==> config.mk <==
export PLATFORM = sky130hd
export DESIGN_NAME = date_string_parse_weekday_top
export DESIGN_NICKNAME = d
export VERILOG_FILES = /design/src/rtl/dspw_pkg.sv /design/src/rtl/dspw_front.sv /design/src/rtl/dspw_queue.sv /design/src/rtl/dspw_back.sv /design/src/rtl/date_string_parse_weekday_top.sv
export SDC_FILE = /design/constraint.sdc
export NUM_CORES = 1
export LEC_CHECK = 0
export BUFFER_PORTS_ARGS = -buffer_cell sky130_fd_sc_hd__buf_2
export CAP_MARGIN = 20
export CORE_ASPECT_RATIO = 1.1
export CORE_MARGIN = 2
export CORE_UTILIZATION = 59
export DETAILED_ROUTE_END_ITERATION = 8
export GPL_TIMING_DRIVEN = 0
export HOLD_SLACK_MARGIN = 0.08
export PLACE_DENSITY = 0.83
export SLEW_MARGIN = 20
export SYNTH_ARGS = -nofsm -noshare
export SYNTH_HDL_FRONTEND = slang
export SYNTH_SLANG_ARGS = --single-unit
==> constraint.sdc <==
create_clock -name clock -period 9.7 [get_ports clock]
set_clock_uncertainty 0.1 [all_clocks]
set_input_delay 0.97 -clock clock [delete_from_list [all_inputs] [get_ports clock]]
set_output_delay 0.97 -clock clock [all_outputs]
set_load 0.05 [all_outputs]
==> src/rtl/dspw_pkg.sv <==
`default_nettype none

package dspw_pkg;

   localparam int unsigned VALUE_W = 14;
   localparam logic [VALUE_W-1:0] VALUE_MAX = 14'd16383;

   localparam logic [7:0] CHAR_DOT  = 8'h2E;
   localparam logic [7:0] CHAR_ZERO = 8'h30;
   localparam logic [7:0] CHAR_NINE = 8'h39;
   localparam logic [7:0] CHAR_NUL  = 8'h00;

   localparam logic [1:0] FIELD_DAY  = 2'd0;
   localparam logic [1:0] FIELD_MON  = 2'd1;
   localparam logic [1:0] FIELD_YEAR = 2'd2;
   localparam logic [1:0] FIELD_PAST = 2'd3;

   localparam logic [2:0] ERR_NONE  = 3'd0;
   localparam logic [2:0] ERR_FIELD = 3'd1;
   localparam logic [2:0] ERR_YEAR  = 3'd2;
   localparam logic [2:0] ERR_MONTH = 3'd3;
   localparam logic [2:0] ERR_DAY   = 3'd4;

   localparam logic CSR_MIN_YEAR = 1'b0;
   localparam logic CSR_MAX_YEAR = 1'b1;

   localparam logic [VALUE_W-1:0] MIN_YEAR_RST = 14'd1900;
   localparam logic [VALUE_W-1:0] MAX_YEAR_RST = 14'd2099;

   // reciprocals: x/100 = (x*5243)>>19 for x < 32768, x/7 = (x*9363)>>16 for x < 2048
   localparam logic [12:0] RECIP_100 = 13'd5243;
   localparam logic [13:0] RECIP_7   = 14'd9363;

   typedef struct packed {
      logic [7:0] char_code;
      logic       last_char;
   } req_type;

   typedef struct packed {
      logic                date_ok;
      logic [2:0]          error_code;
      logic [4:0]          day_out;
      logic [3:0]          month_out;
      logic [VALUE_W-1:0]  year_out;
      logic [2:0]          weekday_out;
   } rsp_type;

   // one parsed text, handed from the parser to the checker
   typedef struct packed {
      logic                fld_err;
      logic [VALUE_W-1:0]  day_val;
      logic [VALUE_W-1:0]  mon_val;
      logic [VALUE_W-1:0]  yr_val;
   } parse_rec_type;

   function automatic logic [VALUE_W-1:0] sat_add_digit(input logic [VALUE_W-1:0] v,
                                                         input logic [3:0] d);
      logic [VALUE_W+3:0] n;
      n = {4'b0, v} * 18'd10 + {14'b0, d};
      return (n > {4'b0, VALUE_MAX}) ? VALUE_MAX : n[VALUE_W-1:0];
   endfunction

   // floor(2.6*m - 0.2) with march as month one
   function automatic logic [4:0] gauss_month_term(input logic [3:0] gm);
      logic [4:0] t;
      case (gm)
         4'd1:    t = 5'd2;
         4'd2:    t = 5'd5;
         4'd3:    t = 5'd7;
         4'd4:    t = 5'd10;
         4'd5:    t = 5'd12;
         4'd6:    t = 5'd15;
         4'd7:    t = 5'd18;
         4'd8:    t = 5'd20;
         4'd9:    t = 5'd23;
         4'd10:   t = 5'd25;
         4'd11:   t = 5'd28;
         4'd12:   t = 5'd31;
         default: t = 5'd0;
      endcase
      return t;
   endfunction

   function automatic logic [4:0] month_days(input logic [3:0] m, input logic leap);
      logic [4:0] n;
      case (m)
         4'd4, 4'd6, 4'd9, 4'd11: n = 5'd30;
         4'd2:                    n = leap ? 5'd29 : 5'd28;
         default:                 n = 5'd31;
      endcase
      return n;
   endfunction

endpackage

`default_nettype wire

==> src/rtl/dspw_front.sv <==
`default_nettype none

module dspw_front
   import dspw_pkg::*;
(
   input  wire logic          clock,
   input  wire logic          reset,
   input  wire logic          req_acc,
   input  wire req_type       req_data,
   output parse_rec_type      rec_out,
   output logic               rec_push
);

   logic [1:0]          field_idx_ff, field_idx_in;
   logic [VALUE_W-1:0]  day_ff, day_in;
   logic [VALUE_W-1:0]  mon_ff, mon_in;
   logic [VALUE_W-1:0]  yr_ff, yr_in;
   logic [2:0]          digit_seen_ff, digit_seen_in;
   logic [2:0]          bad_seen_ff, bad_seen_in;
   logic                ended_ff, ended_in;
   logic                is_digit;
   logic [3:0]          digit;

   assign is_digit = (req_data.char_code >= CHAR_ZERO) && (req_data.char_code <= CHAR_NINE);
   assign digit    = 4'(req_data.char_code - CHAR_ZERO);

   always_comb begin
      field_idx_in  = field_idx_ff;
      day_in        = day_ff;
      mon_in        = mon_ff;
      yr_in         = yr_ff;
      digit_seen_in = digit_seen_ff;
      bad_seen_in   = bad_seen_ff;
      ended_in      = ended_ff;
      rec_push      = 1'b0;
      rec_out       = '0;
      if (req_acc) begin
         if (!ended_ff) begin
            if (req_data.char_code == CHAR_NUL) begin
               ended_in = 1'b1;
            end else if (field_idx_ff != FIELD_PAST) begin
               if (req_data.char_code == CHAR_DOT) begin
                  field_idx_in = field_idx_ff + 2'd1;
               end else if (is_digit) begin
                  case (field_idx_ff)
                     FIELD_DAY: day_in = sat_add_digit(day_ff, digit);
                     FIELD_MON: mon_in = sat_add_digit(mon_ff, digit);
                     default:   yr_in  = sat_add_digit(yr_ff, digit);
                  endcase
                  digit_seen_in[field_idx_ff] = 1'b1;
               end else begin
                  bad_seen_in[field_idx_ff] = 1'b1;
               end
            end
         end
         if (req_data.last_char) begin
            rec_push        = 1'b1;
            rec_out.fld_err = (digit_seen_in != 3'b111) || (bad_seen_in != 3'b000);
            rec_out.day_val = day_in;
            rec_out.mon_val = mon_in;
            rec_out.yr_val  = yr_in;
            // back to a clean parse for the next text
            field_idx_in  = FIELD_DAY;
            day_in        = '0;
            mon_in        = '0;
            yr_in         = '0;
            digit_seen_in = '0;
            bad_seen_in   = '0;
            ended_in      = 1'b0;
         end
      end
   end

   always_ff @(posedge clock) begin
      if (reset) begin
         field_idx_ff  <= FIELD_DAY;
         day_ff        <= '0;
         mon_ff        <= '0;
         yr_ff         <= '0;
         digit_seen_ff <= '0;
         bad_seen_ff   <= '0;
         ended_ff      <= 1'b0;
      end else begin
         field_idx_ff  <= field_idx_in;
         day_ff        <= day_in;
         mon_ff        <= mon_in;
         yr_ff         <= yr_in;
         digit_seen_ff <= digit_seen_in;
         bad_seen_ff   <= bad_seen_in;
         ended_ff      <= ended_in;
      end
   end

endmodule

`default_nettype wire

==> src/rtl/dspw_queue.sv <==
`default_nettype none

module dspw_queue
   import dspw_pkg::*;
#(
   parameter int unsigned DEPTH = 2
)
(
   input  wire logic          clock,
   input  wire logic          reset,
   input  wire logic          push,
   input  wire parse_rec_type push_data,
   input  wire logic          pop,
   output parse_rec_type      head_data,
   output logic               not_empty,
   output logic               full
);

   localparam int unsigned PTR_W = $clog2(DEPTH);
   localparam int unsigned CNT_W = $clog2(DEPTH + 1);
   localparam logic [PTR_W-1:0] PTR_LAST = PTR_W'(DEPTH - 1);
   localparam logic [CNT_W-1:0] CNT_FULL = CNT_W'(DEPTH);

   parse_rec_type       slot_ff [DEPTH];
   logic [PTR_W-1:0]    wr_ptr_ff, wr_ptr_in;
   logic [PTR_W-1:0]    rd_ptr_ff, rd_ptr_in;
   logic [CNT_W-1:0]    count_ff, count_in;
   logic                do_push;
   logic                do_pop;

   assign not_empty = (count_ff != '0);
   assign full      = (count_ff == CNT_FULL);
   assign do_push   = push && !full;
   assign do_pop    = pop && not_empty;
   assign head_data = slot_ff[rd_ptr_ff];

   always_comb begin
      wr_ptr_in = wr_ptr_ff;
      rd_ptr_in = rd_ptr_ff;
      count_in  = count_ff;
      if (do_push) begin
         wr_ptr_in = (wr_ptr_ff == PTR_LAST) ? '0 : wr_ptr_ff + PTR_W'(1);
      end
      if (do_pop) begin
         rd_ptr_in = (rd_ptr_ff == PTR_LAST) ? '0 : rd_ptr_ff + PTR_W'(1);
      end
      if (do_push && !do_pop) begin
         count_in = count_ff + CNT_W'(1);
      end else if (do_pop && !do_push) begin
         count_in = count_ff - CNT_W'(1);
      end
   end

   always_ff @(posedge clock) begin
      if (reset) begin
         wr_ptr_ff <= '0;
         rd_ptr_ff <= '0;
         count_ff  <= '0;
      end else begin
         wr_ptr_ff <= wr_ptr_in;
         rd_ptr_ff <= rd_ptr_in;
         count_ff  <= count_in;
      end
   end

   always_ff @(posedge clock) begin
      if (do_push) begin
         slot_ff[wr_ptr_ff] <= push_data;
      end
   end

endmodule

`default_nettype wire

==> src/rtl/dspw_back.sv <==
`default_nettype none

module dspw_back
   import dspw_pkg::*;
(
   input  wire logic               clock,
   input  wire logic               reset,
   input  wire logic [VALUE_W-1:0] min_year,
   input  wire logic [VALUE_W-1:0] max_year,
   input  wire parse_rec_type      head_data,
   input  wire logic               head_valid,
   output logic                    head_pop,
   output logic                    rsp_valid,
   input  wire logic               rsp_stall,
   output rsp_type                 rsp_data
);

   logic                advance;

   // stage 1: divisions by 100
   logic                s1_vld_ff;
   parse_rec_type       s1_rec_ff;
   logic [7:0]          s1_qy_ff, s1_qy_in;
   logic [8:0]          s1_qg_ff, s1_qg_in;
   logic [VALUE_W:0]    s1_gy_ff, s1_gy_in;
   logic [3:0]          s1_gm_ff, s1_gm_in;
   logic                early;
   logic [26:0]         prod_y;
   logic [27:0]         prod_g;

   // stage 2: checks and gauss sum
   logic                s2_vld_ff;
   logic [2:0]          s2_err_ff, s2_err_in;
   logic [4:0]          s2_day_ff;
   logic [3:0]          s2_mon_ff;
   logic [VALUE_W-1:0]  s2_yr_ff;
   logic [10:0]         s2_sum_ff, s2_sum_in;
   logic [6:0]          rem_y;
   logic [6:0]          yy;
   logic                leap;
   logic [4:0]          mdays;

   // output stage: sum mod 7
   logic                out_vld_ff;
   rsp_type             out_ff, out_in;
   logic [24:0]         prod_7;
   logic [2:0]          wday;

   assign advance  = !(out_vld_ff && rsp_stall);
   assign head_pop = advance && head_valid;

   assign early    = (head_data.mon_val <= 14'd2);
   assign prod_y   = {13'b0, head_data.yr_val} * {14'b0, RECIP_100};
   assign s1_gy_in = {1'b0, head_data.yr_val} + 15'd400 - {14'b0, early};
   assign prod_g   = {13'b0, s1_gy_in} * {15'b0, RECIP_100};
   assign s1_qy_in = prod_y[26:19];
   assign s1_qg_in = prod_g[27:19];
   assign s1_gm_in = early ? 4'(head_data.mon_val + 14'd10) : 4'(head_data.mon_val - 14'd2);

   always_comb begin
      rem_y = 7'(s1_rec_ff.yr_val - ({6'b0, s1_qy_ff} * 14'd100));
      yy    = 7'(s1_gy_ff - ({6'b0, s1_qg_ff} * 15'd100));
      leap  = ((s1_rec_ff.yr_val[1:0] == 2'b00) && (rem_y != 7'd0)) ||
              ((rem_y == 7'd0) && (s1_qy_ff[1:0] == 2'b00));
      mdays = month_days(s1_rec_ff.mon_val[3:0], leap);
      if (s1_rec_ff.fld_err) begin
         s2_err_in = ERR_FIELD;
      end else if ((s1_rec_ff.yr_val < min_year) || (s1_rec_ff.yr_val > max_year)) begin
         s2_err_in = ERR_YEAR;
      end else if ((s1_rec_ff.mon_val == '0) || (s1_rec_ff.mon_val > 14'd12)) begin
         s2_err_in = ERR_MONTH;
      end else if ((s1_rec_ff.day_val == '0) ||
                   (s1_rec_ff.day_val > {9'b0, mdays})) begin
         s2_err_in = ERR_DAY;
      end else begin
         s2_err_in = ERR_NONE;
      end
      // only a valid date needs a correct sum, which stays below 2048
      s2_sum_in = 11'({6'b0, s1_rec_ff.day_val[4:0]})
                + 11'({6'b0, gauss_month_term(s1_gm_ff)})
                + 11'({4'b0, yy}) + 11'({6'b0, yy[6:2]})
                + 11'({4'b0, s1_qg_ff[8:2]})
                + 11'({2'b0, s1_qg_ff} * 11'd5);
   end

   always_comb begin
      prod_7 = {14'b0, s2_sum_ff} * {11'b0, RECIP_7};
      wday   = 3'(s2_sum_ff - ({2'b0, prod_7[24:16]} * 11'd7));
      out_in = '0;
      out_in.error_code = s2_err_ff;
      if (s2_err_ff == ERR_NONE) begin
         out_in.date_ok     = 1'b1;
         out_in.day_out     = s2_day_ff;
         out_in.month_out   = s2_mon_ff;
         out_in.year_out    = s2_yr_ff;
         out_in.weekday_out = (wday == 3'd0) ? 3'd7 : wday;
      end
   end

   always_ff @(posedge clock) begin
      if (reset) begin
         s1_vld_ff  <= 1'b0;
         s2_vld_ff  <= 1'b0;
         out_vld_ff <= 1'b0;
      end else if (advance) begin
         s1_vld_ff  <= head_valid;
         s2_vld_ff  <= s1_vld_ff;
         out_vld_ff <= s2_vld_ff;
      end
   end

   always_ff @(posedge clock) begin
      if (advance) begin
         s1_rec_ff <= head_data;
         s1_qy_ff  <= s1_qy_in;
         s1_qg_ff  <= s1_qg_in;
         s1_gy_ff  <= s1_gy_in;
         s1_gm_ff  <= s1_gm_in;
         s2_err_ff <= s2_err_in;
         s2_day_ff <= s1_rec_ff.day_val[4:0];
         s2_mon_ff <= s1_rec_ff.mon_val[3:0];
         s2_yr_ff  <= s1_rec_ff.yr_val;
         s2_sum_ff <= s2_sum_in;
         out_ff    <= out_in;
      end
   end

   assign rsp_valid = out_vld_ff;
   assign rsp_data  = out_ff;

   a_ok_has_weekday: assert property (@(posedge clock) disable iff (reset)
      (out_vld_ff && out_ff.date_ok) |->
         (out_ff.error_code == ERR_NONE) && (out_ff.weekday_out != 3'd0))
      else $error("valid date without weekday");

   a_bad_is_blank: assert property (@(posedge clock) disable iff (reset)
      (out_vld_ff && !out_ff.date_ok) |->
         (out_ff.error_code != ERR_NONE) && (out_ff.weekday_out == 3'd0) &&
         (out_ff.year_out == '0))
      else $error("invalid date carries fields");

   a_stage_moves: assert property (@(posedge clock) disable iff (reset)
      (s2_vld_ff && advance) |=> out_vld_ff)
      else $error("checked item lost before output");

   a_pop_feeds: assert property (@(posedge clock) disable iff (reset)
      head_pop |=> s1_vld_ff)
      else $error("popped item not in first stage");

endmodule

`default_nettype wire

==> src/rtl/date_string_parse_weekday_top.sv <==
// a text's record is queued at its last byte, then registered in stage 1, stage 2, output
// throughput: one byte per cycle; the front takes bytes while the checker pipeline holds
// a result, until the parsed-date queue (QUEUE_DEPTH entries) fills
// reset: synchronous, active high; clears the parser, queue and pipeline valids and sets
// min_year to 1900 and max_year to 2099
`default_nettype none

module date_string_parse_weekday_top
   import dspw_pkg::*;
#(
   parameter int unsigned QUEUE_DEPTH = 2
)
(
   input  wire logic                clock,
   input  wire logic                reset,
   // byte stream
   input  wire logic                req_valid,
   output logic                     req_stall,
   input  wire req_type             req_data,
   // one result per text
   output logic                     rsp_valid,
   input  wire logic                rsp_stall,
   output rsp_type                  rsp_data,
   // year bounds
   input  wire logic                csr_wr_en,
   input  wire logic                csr_addr,
   input  wire logic [VALUE_W-1:0]  csr_wdata
);

   logic [VALUE_W-1:0]  min_year_ff;
   logic [VALUE_W-1:0]  max_year_ff;
   logic                req_acc;
   parse_rec_type       rec;
   logic                rec_push;
   parse_rec_type       head;
   logic                head_valid;
   logic                head_pop;
   logic                queue_full;

   // config registers; the user must write them only while idle, the block does not enforce it
   always_ff @(posedge clock) begin
      if (reset) begin
         min_year_ff <= MIN_YEAR_RST;
         max_year_ff <= MAX_YEAR_RST;
      end else if (csr_wr_en) begin
         case (csr_addr)
            CSR_MIN_YEAR: min_year_ff <= csr_wdata;
            CSR_MAX_YEAR: max_year_ff <= csr_wdata;
            default:      min_year_ff <= min_year_ff;
         endcase
      end
   end

   // hold off bytes only while the queue has no room for a finished text
   assign req_stall = queue_full;
   assign req_acc   = req_valid && !req_stall;

   // front: splits fields and accumulates digits, one byte per transfer
   dspw_front u_front (
      .clock    (clock),
      .reset    (reset),
      .req_acc  (req_acc),
      .req_data (req_data),
      .rec_out  (rec),
      .rec_push (rec_push)
   );

   // short queue decouples the parser from a stalled result channel
   dspw_queue #(
      .DEPTH (QUEUE_DEPTH)
   ) u_queue (
      .clock     (clock),
      .reset     (reset),
      .push      (rec_push),
      .push_data (rec),
      .pop       (head_pop),
      .head_data (head),
      .not_empty (head_valid),
      .full      (queue_full)
   );

   // back: range checks, leap year, gauss weekday, output register
   dspw_back u_back (
      .clock      (clock),
      .reset      (reset),
      .min_year   (min_year_ff),
      .max_year   (max_year_ff),
      .head_data  (head),
      .head_valid (head_valid),
      .head_pop   (head_pop),
      .rsp_valid  (rsp_valid),
      .rsp_stall  (rsp_stall),
      .rsp_data   (rsp_data)
   );

endmodule

`default_nettype wire

# Word-level counts from Yosys, hierarchy flattened
# Memory sizes are Yosys's and may differ from the RTL's. A register that Yosys moved wholly into a read port is not among the register bits.
# Index checks and enable logic that the tools add are counted.
# totals
ff_bits,224
latch_bits,0
n_memories,2
inputBits,29
mem_bits_rw,86
word_cells,205
romBits,80
# mem_list
memory,depth,word_bits,read_ports,rd_ports_with_merged_regs,write_ports,line_no,source
u_queue.slot_ff,2,43,1,1,1,dspw_queue.sv:24,parse_rec_type slot_ff [DEPTH];
(name not given),16,5,1,1,0,dspw_pkg.sv:66,case (gm)
# classes
mul,10
div_mod_pow,0
order_cmp,12
shifts,0
reduce_logical,41
bitwise,3
n_addsub,21
eq_ne,12
muxes,69
# ops
operator,n
14-bit 2-to-1 mux,24
43-bit 2-to-1 mux,2
18-bit by 4-bit adder with 18-bit output,3
"18-bit by 14-bit > comparator with 1-bit output, second input constant",3
"14-bit by 3-bit multiplier with 17-bit output, second input constant",3
3-bit 2-to-1 mux,16
14-bit logical NOT,2
"15-bit by 13-bit multiplier with 28-bit output, second input constant",1
"14-bit by 13-bit multiplier with 27-bit output, second input constant",1
"11-bit by 14-bit multiplier with 25-bit output, second input constant",1
11-bit by 7-bit adder with 11-bit output,2
2-bit 2-to-1 mux,9
"14-bit by 9-bit adder with 15-bit output, second input constant",1
15-bit by 1-bit subtractor with 15-bit output,1
14-bit > comparator,1
"14-bit by 4-bit > comparator with 1-bit output, second input constant",1
14-bit by 5-bit > comparator with 1-bit output,1
"14-bit by 2-bit less-or-equal comparator with 1-bit output, second input constant",1
14-bit less-than comparator,1
1-bit 2-to-1 mux,14
7-bit subtractor,2
11-bit adder,1
11-bit by 5-bit adder with 11-bit output,1
1-bit logical AND,11
other kinds (43),65

# Longest topological paths before layout
# logic_depth
depth_word,15
mapped_depth,38
depth_no_buf,36

# Cells and area by module
# A second synthesis with hierarchy kept.
# unflattened
cells_unflattened,2530
area_unflattened_um2,26898.3
# by_module_without_submodules
mod,cells_each,seq_area_each_um2,area_per_inst_um2,instances
dspw_back,1445,4184.0,16055.4,1
dspw_front,808,1021.0,6316.1,1
dspw_queue,159,2682.6,3311.9,1
date_string_parse_weekday_top,118,560.5,1214.9,1

# Worst setup path after synthesis
# OpenSTA, ideal clock, no wires.
# synth_timing
path_kind,reg-to-reg
from,register (tool-made name)
to,"register u_back.s1_qg_ff[7], data pin"
path_buffers,3
period_less_slack_ps,9177
stages_incl_launch_ff,37
path_slack_ps,523
arrival_ps,8819
required_ps,9342
cell_sequence,dfxtp_1 clkbuf_1 buf_1 clkbuf_1 mux2_2 nand4b_1 nor4b_1 ha_1 inv_1 ha_1 fa_1 a21o_1 a21oi_1 inv_1 a21oi_1 o21ai_0 a21oi_1 o21bai_1 a21oi_1 xnor2_1 ha_1 fa_1 fa_1 fa_1 inv_1 fa_1 inv_1 ha_1 nand4_1 nor2_1 nand3_1 a311oi_1 o21ai_0 a21oi_1 a21oi_1 o21ba_2 xnor2_1
# synth_lines
element,line_no,source
end signal: assignment,dspw_back.sv:116,s1_qg_ff <= s1_qg_in;
end: declaration,dspw_back.sv:24,"logic [8:0] s1_qg_ff, s1_qg_in;"

==> reports/qor.yml <==
wirelength_mm: 57.4
dpl_cell_area_um2: 27000
maxSlewHeadroom: 0.265
hold_viol_final: 0
first_global_vias: 18952
synth-edff-count: 220
syn_area_per_cell_um2: 10.8
synth-async-reset-ratio: 0
worst_pin_slew_ns: 1.07
synth_top_area_frac: 0.255
drtPass1Iterations: 6
core_area_um2: 43300
via_per_inst: 5.80
ys_top_cells_by_area: "edfxtp_1, ha_1, fa_1, dfxtp_1, inv_1"
fillers: 3115
cts.sinks: 312
route.detailed.drc: 0
cts_root_buffer: "clkbuf_16"
max_cap_viol_count: 0
busiest_layer: "met2"
r2r_slack_ns: 0.35
die_h_um: 224
antenna_found_initial: 0
synth_nets: 3038
required_ns: 9.87
fin_ws_ns: 0.346
grt_max_degree: 84
grt_use_met3: 0.0311
crit_path_max_incr_delay_ns: 0.59
yosysWarnings: 0
area_growth_pct: 9.44
yosysUniqueCellTypes: 90
wl_per_cell_um: 18.5
clkLatencyLatePin_ns: 0.52
cts_buffer_depth: 3
cp-start-kind: "flip-flop"
cpLargestDelayFamily: "adder cells"
port_buffers: 59
ys_seq_area_frac: 0.326
r2r_end: "u_back.s1_qg_ff[7]$_DFFE_PN_"
cts_tree: "yes"
critical_path_class: "reg -> reg"
placedCellCount: 3036
cts_made_buffers: 35
htreeDepth: 2
num_antenna_cells: 0
crit_path_end: "u_back.s1_qg_ff[7]$_DFFE_PN_"
holdWs_ns: 0.358
synth_area_um2: 25900
drtIter0Drc: 1255
start_util: 0.597
grt_pass1_wl_mm: 92.3
worst_ep_arrival_time_ns: 9.52
stdcell_count: 3107
grt_use_met1: 0.296
post-place-ws_ns: -1.87
rr_worst_depth: 34
rows: 80
vias: 18012
fin_nets: 3146
cp_num_buf_inv: 4
cp_max_fo: 15
synth_seq_cells: 312
setup_violations: 0
crit_path_top_delay_cell: "fa_1"
overflow: 0
hold_path.class: "reg -> reg"
die-area_um2: 45600
routabilityCongestion: 0.905
finalCritPeriodShare: 0.964
crit_cells: 34
fmax_mhz: 107
status: "completed"
synth_ff_type: "edfxtp_1"
final_design_area_no_fill_um2: 28300
hpwl_mm: 44.6
io_pins: 61
yosys.area.top_type: "edfxtp_1"
drive_gt1_frac: 0.0920
ant_nets: 0
use_met2: 0.470
grtUsageTotal: 0.253
drv_slew: 0
period_minus_slack_ns: 9.35
clkTransAtPathRegs_ns: 0.06
die_w_um: 204
cp-end-kind: "flip-flop"
syn_inst: 2400
-- cell type report --
| class | count | area (um2) | area share |
|---|---|---|---|
| well taps | 574 | 718 | 0.0254 |
| multi-input cells | 1633 | 15800 | 0.559 |
| flip-flops and latches | 312 | 8450 | 0.298 |
| plain buffers | 47 | 214 | 0.00755 |
| inverters | 406 | 1530 | 0.0540 |
| clock buffers | 47 | 955 | 0.0337 |
| clock inverters | 15 | 176 | 0.00623 |
| repair buffers | 73 | 445 | 0.0157 |
-- synthesized netlist by cell type (all sizes together), types with 40 or more instances --
cell type	count
dfxtp	92
o21ai	86
a21o	50
xnor2	85
inv	404
fa	180
nand2	125
edfxtp	220
a21oi	116
ha	429
xor2	40
nor2	93
-- stage by stage --
stage | util | TNS (ns)
6_report | 0.653 | 0
2_1_floorplan | - | 0
5_1_grt | 0.653 | -0.0710
3_3_place_gp | 0.620 | -10.08
4_1_cts | 0.651 | 0
3_5_place_dp | 0.622 | -13.00
-- sequential cells by signal, indices dropped and copies added, names as in the netlist, 2 cells and up, named ones only --
name,count
max_year_ff,14
u_back.rsp_data,30
u_back.s2_err_ff,3
u_front.day_ff,14
u_front.bad_seen_ff,3
u_back.s1_qy_ff,5
u_front.field_idx_ff,2
u_back.s1_gy_ff,7
u_back.s2_sum_ff,11
u_back.s2_mon_ff,4
u_back.s2_yr_ff,14
u_queue.count_ff,2
min_year_ff,14
u_front.digit_seen_ff,3
u_back.s2_day_ff,5
u_back.s1_rec_ff,42
u_queue.slot_ff,86
u_front.mon_ff,14
u_front.yr_ff,14
u_back.s1_qg_ff,9
u_back.s1_gm_ff,4
-- worst min-delay path, delay by kind of cell, from the launching register on --
kind	cells	cell delay, ns
compound gates	1	0.05
simple gates	1	0.05
flops	1	0.31
-- cells in the final DEF (no fill, tap or decap), drive strengths merged, types with 40 or more instances in the layout --
cell,netlist,layout
ha,429,429
clkbuf,38,84
buf,11,83
nand2,125,125
fa,180,180
a21o,50,50
dfxtp,92,92
o21ai,86,86
a21oi,116,116
inv,404,408
edfxtp,220,220
xor2,40,40
nor2,93,93
xnor2,85,85
-- worst min path at each step --
stage                                 startpoint                       endpoint  slack [ns]  cells past startpoint
2_1_floorplan  u_back.s2_err_ff[2]$_SDFFCE_PP0N_  u_back.rsp_data[28]$_DFFE_PN_        0.32                      0
6_report             min_year_ff[1]$_SDFFE_PP0P_    min_year_ff[1]$_SDFFE_PP0P_        0.36                      2
5_1_grt              min_year_ff[1]$_SDFFE_PP0P_    min_year_ff[1]$_SDFFE_PP0P_        0.37                      2
3_3_place_gp       u_back.s2_vld_ff$_SDFFE_PP0N_  u_back.s2_vld_ff$_SDFFE_PP0N_        0.34                      2
4_1_cts              min_year_ff[1]$_SDFFE_PP0P_    min_year_ff[1]$_SDFFE_PP0P_        0.36                      2
3_5_place_dp   u_back.s2_err_ff[2]$_SDFFCE_PP0N_  u_back.rsp_data[28]$_DFFE_PN_        0.35                      0
-- per-layer routing --
layer | wire [um] | share of wire | vias up
li1 | - | - | 8554
met1 | 22800 | 0.40 | 8822
met2 | 30100 | 0.52 | 504
met3 | 2510 | 0.044 | 132
met4 | 1990 | 0.035 | 0
met5 | 0 | 0 | -
-- cell families (layout without fill, tap and decap cells) --
| family | after synthesis | count (layout) | share of synthesized area |
|---|---|---|---|
| xor+xnor | 125 | 125 | 0.0423 |
| simple gates | 425 | 425 | 0.0834 |
| flops | 312 | 312 | 0.326 |
| fa+ha+maj | 609 | 609 | 0.347 |
| mux | 57 | 57 | 0.0249 |
| buf+inv | 455 | 588 | 0.0672 |
| compound gates | 417 | 417 | 0.109 |
-- repair_timing --
item	in CTS	in global routing
hold buffers	0	0
setup endpoints to repair	9	9
setup buffers	2	9
pin swaps	3	5
resized for setup	23	10
Power is not shown: default switching activity piles up to over one toggle a cycle in this logic, so the estimate is an artifact.
